[src/rtl/core/sorted_priority_queue_assert.svh]
// assertion macros for the sorted priority queue rtl
`ifndef SORTED_PRIORITY_QUEUE_ASSERT_SVH
`define SORTED_PRIORITY_QUEUE_ASSERT_SVH

// same-cycle implication, disabled while reset is low
`define SPQ_ASSERT_IMPL(label, clk, rst_n, ante, cons) \
    label: assert property (@(posedge clk) disable iff (!(rst_n)) (ante) |-> (cons)) \
        else $error("spq assertion failed");

// next-cycle implication, disabled while reset is low
`define SPQ_ASSERT_NEXT(label, clk, rst_n, ante, cons) \
    label: assert property (@(posedge clk) disable iff (!(rst_n)) (ante) |=> (cons)) \
        else $error("spq assertion failed");

`endif

[src/rtl/core/spq_pkg.sv]
// shared types and constants for the sorted priority queue
package spq_pkg;

    localparam int DEPTH = 8;
    localparam int CNT_W = $clog2(DEPTH + 1);

    typedef enum logic {
        OP_ENQ = 1'b0,
        OP_DEQ = 1'b1
    } t_op;

    typedef enum logic [1:0] {
        ST_ENQ   = 2'd0,
        ST_DEQ   = 2'd1,
        ST_FULL  = 2'd2,
        ST_EMPTY = 2'd3
    } t_status;

    typedef struct packed {
        logic        [15:0] prio;
        logic        [15:0] order;
        logic signed [31:0] value;
    } t_entry;

    // per-cycle command broadcast to every cell
    typedef struct packed {
        logic enq;
        logic deq;
    } t_cell_ctl;

endpackage

[src/rtl/core/spq_cell.sv]
// one slot of the sorted chain: holds an entry and shifts with its neighbors
module spq_cell (
    input  logic              i_clk,
    input  spq_pkg::t_cell_ctl i_ctl,
    input  logic              i_occupied,
    input  spq_pkg::t_entry   i_new,
    input  spq_pkg::t_entry   i_left,
    input  logic              i_left_stays,
    input  spq_pkg::t_entry   i_right,
    output spq_pkg::t_entry   o_entry,
    output logic              o_stays
);

    spq_pkg::t_entry r_entry;
    spq_pkg::t_entry n_entry;

    // stored entry is ahead of the new key: smaller priority, or equal and not later
    always_comb begin
        o_stays = i_occupied &&
                  ((r_entry.prio < i_new.prio) ||
                   ((r_entry.prio == i_new.prio) && (r_entry.order <= i_new.order)));
    end

    always_comb begin
        n_entry = r_entry;
        if (i_ctl.enq) begin
            if (o_stays) begin
                n_entry = r_entry;
            end else if (i_left_stays) begin
                n_entry = i_new;
            end else begin
                n_entry = i_left;
            end
        end else if (i_ctl.deq) begin
            n_entry = i_right;
        end
    end

    always_ff @(posedge i_clk) begin
        r_entry <= n_entry;
    end

    assign o_entry = r_entry;

endmodule

[src/rtl/core/sorted_priority_queue.sv]
// sorted priority queue top level: cell chain, fill count and result register
//
//  channel  direction  handshake           payload
//  input    in         i_valid / o_stall   i_operation i_priority_req i_arrival_order i_item_value
//  output   out        o_valid / i_stall   o_status o_out_priority o_out_order o_out_value
//
// one transaction per cycle while the input is not stalled: every cell compares its
// entry with the new key in parallel, so an enqueue or dequeue finishes in the cycle it
// is accepted. the result appears in the cycle after acceptance, from a single output
// register. synchronous active-low reset empties the queue and the output register.
// input is stalled only while a result waits and the output side is stalled.
`include "sorted_priority_queue_assert.svh"

module sorted_priority_queue (
    input  logic               i_clk,
    input  logic               i_rst_n,
    input  logic               i_valid,
    output logic               o_stall,
    input  logic               i_operation,
    input  logic        [15:0] i_priority_req,
    input  logic        [15:0] i_arrival_order,
    input  logic signed [31:0] i_item_value,
    output logic               o_valid,
    input  logic               i_stall,
    output logic        [1:0]  o_status,
    output logic        [15:0] o_out_priority,
    output logic        [15:0] o_out_order,
    output logic signed [31:0] o_out_value
);

    localparam logic [spq_pkg::CNT_W-1:0] FULL_CNT = spq_pkg::CNT_W'(spq_pkg::DEPTH);

    // control state
    logic [spq_pkg::CNT_W-1:0] r_count;
    logic [spq_pkg::CNT_W-1:0] n_count;
    logic                      r_out_valid;
    logic                      n_out_valid;

    // result payload
    spq_pkg::t_status r_status;
    spq_pkg::t_status n_status;
    spq_pkg::t_entry  r_out;
    spq_pkg::t_entry  n_out;

    logic               w_accept;
    logic               w_is_deq;
    logic               w_full;
    logic               w_empty;
    spq_pkg::t_cell_ctl w_ctl;
    spq_pkg::t_entry    w_new;
    spq_pkg::t_entry    w_entry [spq_pkg::DEPTH];
    logic               w_stays [spq_pkg::DEPTH];

    // output register frees up when empty or when its transaction leaves
    assign o_stall  = r_out_valid && i_stall;
    assign w_accept = i_valid && !o_stall;

    assign w_is_deq = (i_operation == spq_pkg::OP_DEQ);
    assign w_full   = (r_count == FULL_CNT);
    assign w_empty  = (r_count == '0);

    // overflow and underflow leave the chain untouched
    assign w_ctl.enq = w_accept && !w_is_deq && !w_full;
    assign w_ctl.deq = w_accept && w_is_deq && !w_empty;

    assign w_new.prio  = i_priority_req;
    assign w_new.order = i_arrival_order;
    assign w_new.value = i_item_value;

    // cell 0 is the head; an entry moves right on insert and left on removal
    for (genvar k = 0; k < spq_pkg::DEPTH; k++) begin : g_cell
        spq_pkg::t_entry w_left;
        logic            w_left_stays;
        spq_pkg::t_entry w_right;

        if (k == 0) begin : g_head
            assign w_left       = w_new;
            assign w_left_stays = 1'b1;
        end else begin : g_mid
            assign w_left       = w_entry[k-1];
            assign w_left_stays = w_stays[k-1];
        end

        if (k == spq_pkg::DEPTH - 1) begin : g_tail
            assign w_right = w_entry[k];
        end else begin : g_body
            assign w_right = w_entry[k+1];
        end

        spq_cell u_cell (
            .i_clk        (i_clk),
            .i_ctl        (w_ctl),
            .i_occupied   (spq_pkg::CNT_W'(k) < r_count),
            .i_new        (w_new),
            .i_left       (w_left),
            .i_left_stays (w_left_stays),
            .i_right      (w_right),
            .o_entry      (w_entry[k]),
            .o_stays      (w_stays[k])
        );
    end

    always_comb begin
        n_count = r_count;
        if (w_ctl.enq) begin
            n_count = r_count + 1'b1;
        end else if (w_ctl.deq) begin
            n_count = r_count - 1'b1;
        end
    end

    // result register: load on accept, drop when the output side takes it
    always_comb begin
        n_out_valid = r_out_valid;
        n_status    = r_status;
        n_out       = r_out;
        if (w_accept) begin
            n_out_valid = 1'b1;
            n_out       = '0;
            if (w_is_deq) begin
                if (w_empty) begin
                    n_status = spq_pkg::ST_EMPTY;
                end else begin
                    n_status = spq_pkg::ST_DEQ;
                    n_out    = w_entry[0];
                end
            end else begin
                n_status = w_full ? spq_pkg::ST_FULL : spq_pkg::ST_ENQ;
            end
        end else if (r_out_valid && !i_stall) begin
            n_out_valid = 1'b0;
        end
    end

    always_ff @(posedge i_clk) begin
        if (!i_rst_n) begin
            r_count     <= '0;
            r_out_valid <= 1'b0;
        end else begin
            r_count     <= n_count;
            r_out_valid <= n_out_valid;
        end
    end

    always_ff @(posedge i_clk) begin
        r_status <= n_status;
        r_out    <= n_out;
    end

    assign o_valid        = r_out_valid;
    assign o_status       = r_status;
    assign o_out_priority = r_out.prio;
    assign o_out_order    = r_out.order;
    assign o_out_value    = r_out.value;

    // fill count stays within the chain length
    `SPQ_ASSERT_IMPL(a_count_bound, i_clk, i_rst_n, 1'b1, r_count <= FULL_CNT)

    // head never sorts after its neighbor
    `SPQ_ASSERT_IMPL(a_head_sorted, i_clk, i_rst_n, r_count >= 2,
        (w_entry[0].prio < w_entry[1].prio) ||
        ((w_entry[0].prio == w_entry[1].prio) && (w_entry[0].order <= w_entry[1].order)))

    // a dequeue from a nonempty queue reports a dequeued entry next cycle
    `SPQ_ASSERT_NEXT(a_deq_status, i_clk, i_rst_n, w_ctl.deq,
        r_out_valid && (r_status == spq_pkg::ST_DEQ))

    // a successful enqueue grows the count by exactly one
    `SPQ_ASSERT_NEXT(a_enq_count, i_clk, i_rst_n, w_ctl.enq,
        r_count == $past(r_count) + 1'b1)

endmodule
[config.mk]
export PLATFORM = sky130hd
export DESIGN_NAME = sorted_priority_queue
export DESIGN_NICKNAME = d
export VERILOG_FILES = /design/src/rtl/core/spq_pkg.sv /design/src/rtl/core/spq_cell.sv /design/src/rtl/core/sorted_priority_queue.sv
export VERILOG_INCLUDE_DIRS = /design/src /design/src/rtl/core
export SDC_FILE = /design/constraint.sdc
export NUM_CORES = 2
export LEC_CHECK = 0
export BUFFER_PORTS_ARGS = -buffer_cell sky130_fd_sc_hd__clkbuf_2
export CAP_MARGIN = 20
export CORE_UTILIZATION = 39
export CTS_CLUSTER_DIAMETER = 30
export CTS_CLUSTER_SIZE = 30
export DETAILED_ROUTE_END_ITERATION = 16
export PLACE_DENSITY_LB_ADDON = 0.05
export SETUP_SLACK_MARGIN = 0.05
export SYNTH_ARGS = -nofsm -noshare
export SYNTH_HDL_FRONTEND = slang
export SYNTH_SLANG_ARGS = --single-unit
[constraint.sdc]
create_clock -name i_clk -period 12.5 [get_ports i_clk]
set_clock_uncertainty 0.2 [all_clocks]
set_input_delay 2.5 -clock i_clk [delete_from_list [all_inputs] [get_ports i_clk]]
set_output_delay 2.5 -clock i_clk [all_outputs]
set_load 0.005 [all_outputs]
==> results.cfg <==
[setup_path]
critPathMaxFanout = 42
crit_required_ns = 12.64
end_kind = flip-flop
cp.arrival_ns = 6.99
critPathKind = primary input to flip-flop
cp-start-kind = primary input

[layout]
layout-drive-gt1-share_pct = 17.7
multi_input_area_sq_um = 15300
syn_to_final_growth_pct = 20.2
n_fill_cell = 7817
seq_area_sq_um = 17500
final_core_util_pct = 47.5
fin_nets = 3511

[global_routing]
grt_pass1_wl_microns = 179000
use_met3_pct = 4.61
antenna_found_initial = 6
grt.overflow.total = 0
grt_pass1_vias = 26865
grt_max_degree = 224
grt_use_met1_pct = 38.3
grt_usage_pct = 27.7
grt_busiest_layer = met2
grt_use_met2_pct = 44.5

[run]
cap_violations = 0

[floorplanning]
dieWidth_microns = 297
core_sq_um = 85500
row_count = 107
io_pins = 137
initial_core_util_pct = 39.5
die-area_sq_um = 87900
die_h_microns = 297

[timing]
setup_tns_ns = 0
rsz0062_at_grt = false
fmax_mhz = 146
maxSlewViolCount = 0
hold_viol = 0
finalSetupViolCount = 0
worst_pin_slew_ns = 1.20
finalCritPeriodShare_pct = 54.8
min_period_ns = 6.85
relSlewSlack_pct = 19.9

[outcome]
status = finished clean

[placed_design]
gp_congestion = 0.908
portBuffers = 136
place_hpwl_microns = 73600

[synth]
synth-edff-count = 578
ys_seq_area_share_pct = 51.6
async_reset_ff_share_pct = 0
netlist_area_sq_um = 33800
synth.avg_cell_area_sq_um = 11.0
ys_seq_elements = 583
yosys_warnings = 0
synth-main-ff-cell = edfxtp_1
synthDistinctLibCells = 52
synth_nets = 3409
syn_inst = 3081

[pwr]
ir_worst_vdd_mv = 0.154
power.density_nw_per_um2 = 187
p_leak_nw = 16.4

[cts]
cts_made_buffers = 154
htree_levels = 4
clock_latency_ns = 0.74
cts_setup_buffers = 0
clockBufferDepth = 3
clkSinkCount = 583
cts_tree = yes
cts-root-buf = clkbuf_16
cts_resized = 0
cts.clk_slew.worst_paths_ns = 0.05
hold_buffers = 0

[detailed_routing]
initialDrtViolationCount = 2096
vias = 26493
vias_per_cell = 5.95
drc = 0
avgRoutedWirePerCell_microns = 27.3
ant_nets = 0
drt-total-wl_microns = 121000
drt_first_pass_iters = 5

[hold_path]
hp-class = flip-flop to flip-flop
-- metrics by stage --
step	total power [mW]	std cells	worst slack, ns	cell area, sq um	hold WS, ns
6_report	7.59	4451	5.65	40700	0.333
5_1_grt	7.86	4451	5.49	40700	0.367
4_1_cts	7.64	4449	5.69	40600	0.340
3_5_place_dp	3.62	4170	4.94	35400	0.324
3_3_place_gp	3.61	4170	4.92	35400	0.327
2_1_floorplan	3.21	3081	2.53	33800	0.314
-- layout by cell type, fill, tap and decap left out, drive strengths merged, types with 5 or more instances in the layout --
master,instances
a2111oi,6
a211oi,10
a21boi,5
a21o,26
a21oi,239
and2,5
and3,64
buf,40
bufinv,22
clkbuf,324
clkinv,53
clkinvlp,9
dfxtp,5
edfxtp,578
ha,259
inv,66
mux2,64
mux2i,222
nand2,401
nand3,132
nand4,45
nor2,196
nor2b,18
nor3,11
nor4,10
o211ai,112
o21a,9
o21ai,198
o221a,64
o22ai,64
or4,7
-- final timing paths --
path,endpoint,slack (ns),depth (start not counted),startpoint
worst max-delay path,g_cell[1].u_cell.o_entry[39],5.65,11,i_priority_req[14]
worst min-delay path,g_cell[6].u_cell.o_entry[19],0.33,2,g_cell[7].u_cell.o_entry[19]
worst max register to register,g_cell[0].u_cell.o_entry[9],7.41,10,g_cell[0].u_cell.o_entry[63]
worst min register to register,g_cell[6].u_cell.o_entry[19],0.33,2,g_cell[7].u_cell.o_entry[19]
-- area by class of cell --
| type | instances | area share [%] |
|---|---|---|
| well taps | 1144 | 3.52 |
| inverters | 60 | 0.560 |
| repair buffers | 175 | 2.50 |
| multi-input cells | 2209 | 37.7 |
| clock inverters | 90 | 2.66 |
| diodes | 1 | 0.00615 |
| clock buffers | 189 | 10.1 |
| flip-flops and latches | 583 | 42.9 |
-- power breakdown --
group          leakage, nW  total (mW)  internal (mW)  switching [mW]
sequential            5.51        2.58           2.43           0.151
clock                 2.52        3.99           2.76            1.22
combinational         8.32        1.02          0.350           0.671
-- registers in the layout, indices dropped and copies added, names as in the netlist --
signal,count
o_out_value,32
o_status,2
g_cell.u_cell.o_entry,512
o_out_priority,16
o_out_order,16
o_valid,1
r_count,4
-- metal layers --
layer	share of wire, %	vias up	routed length, microns
met3	6.2	178	7540
li1	-	11989	-
met1	45	13325	54300
met2	47	995	56900
met4	2.1	6	2520
met5	0.027	-	33
-- cell usage after synthesis (11+ instances only) --
cell type | count | area, sq um
buf_1 | 12 | 45.0
mux2i_1 | 222 | 2220
o211ai_2 | 29 | 363
o22ai_1 | 64 | 400
edfxtp_1 | 578 | 17400
nand2_1 | 401 | 1510
ha_1 | 259 | 3240
nand3_1 | 132 | 661
nor2_1 | 196 | 736
a21oi_1 | 239 | 1200
o21ai_0 | 193 | 966
nor2b_1 | 18 | 113
a21o_1 | 26 | 195
buf_2 | 33 | 165
nor3_1 | 11 | 55.1
nand4_1 | 45 | 282
clkbuf_1 | 170 | 638
o221a_2 | 64 | 721
inv_1 | 60 | 225
and3_1 | 64 | 400
mux2_2 | 64 | 721
o211ai_1 | 83 | 623
-- critical path, stage by stage --
cell and delay, ns:
clkbuf_2 0.19, inv_1 0.24, ha_1 0.37, nand4_1 0.21
or4_1 0.66, a21o_1 0.23, nand3_1 0.17, nand3_4 0.69
o21ai_4 0.36, buf_4 0.52, buf_4 0.76
-- cell families (layout without fill, tap and decap cells) --
logic type,Yosys count,after routing,synth area share (%)
other,0,1,0
AND/OR/NAND/NOR,903,903,11.8
multiplexers,286,286,8.70
buffers and inverters,289,514,3.57
adder cells (fa/ha/maj),259,259,9.58
XOR/XNOR,1,1,0.0259
AO/OA/AOI/OAI,760,760,14.7
flip-flops,583,583,51.6
Power figures use the tool's default switching activity.
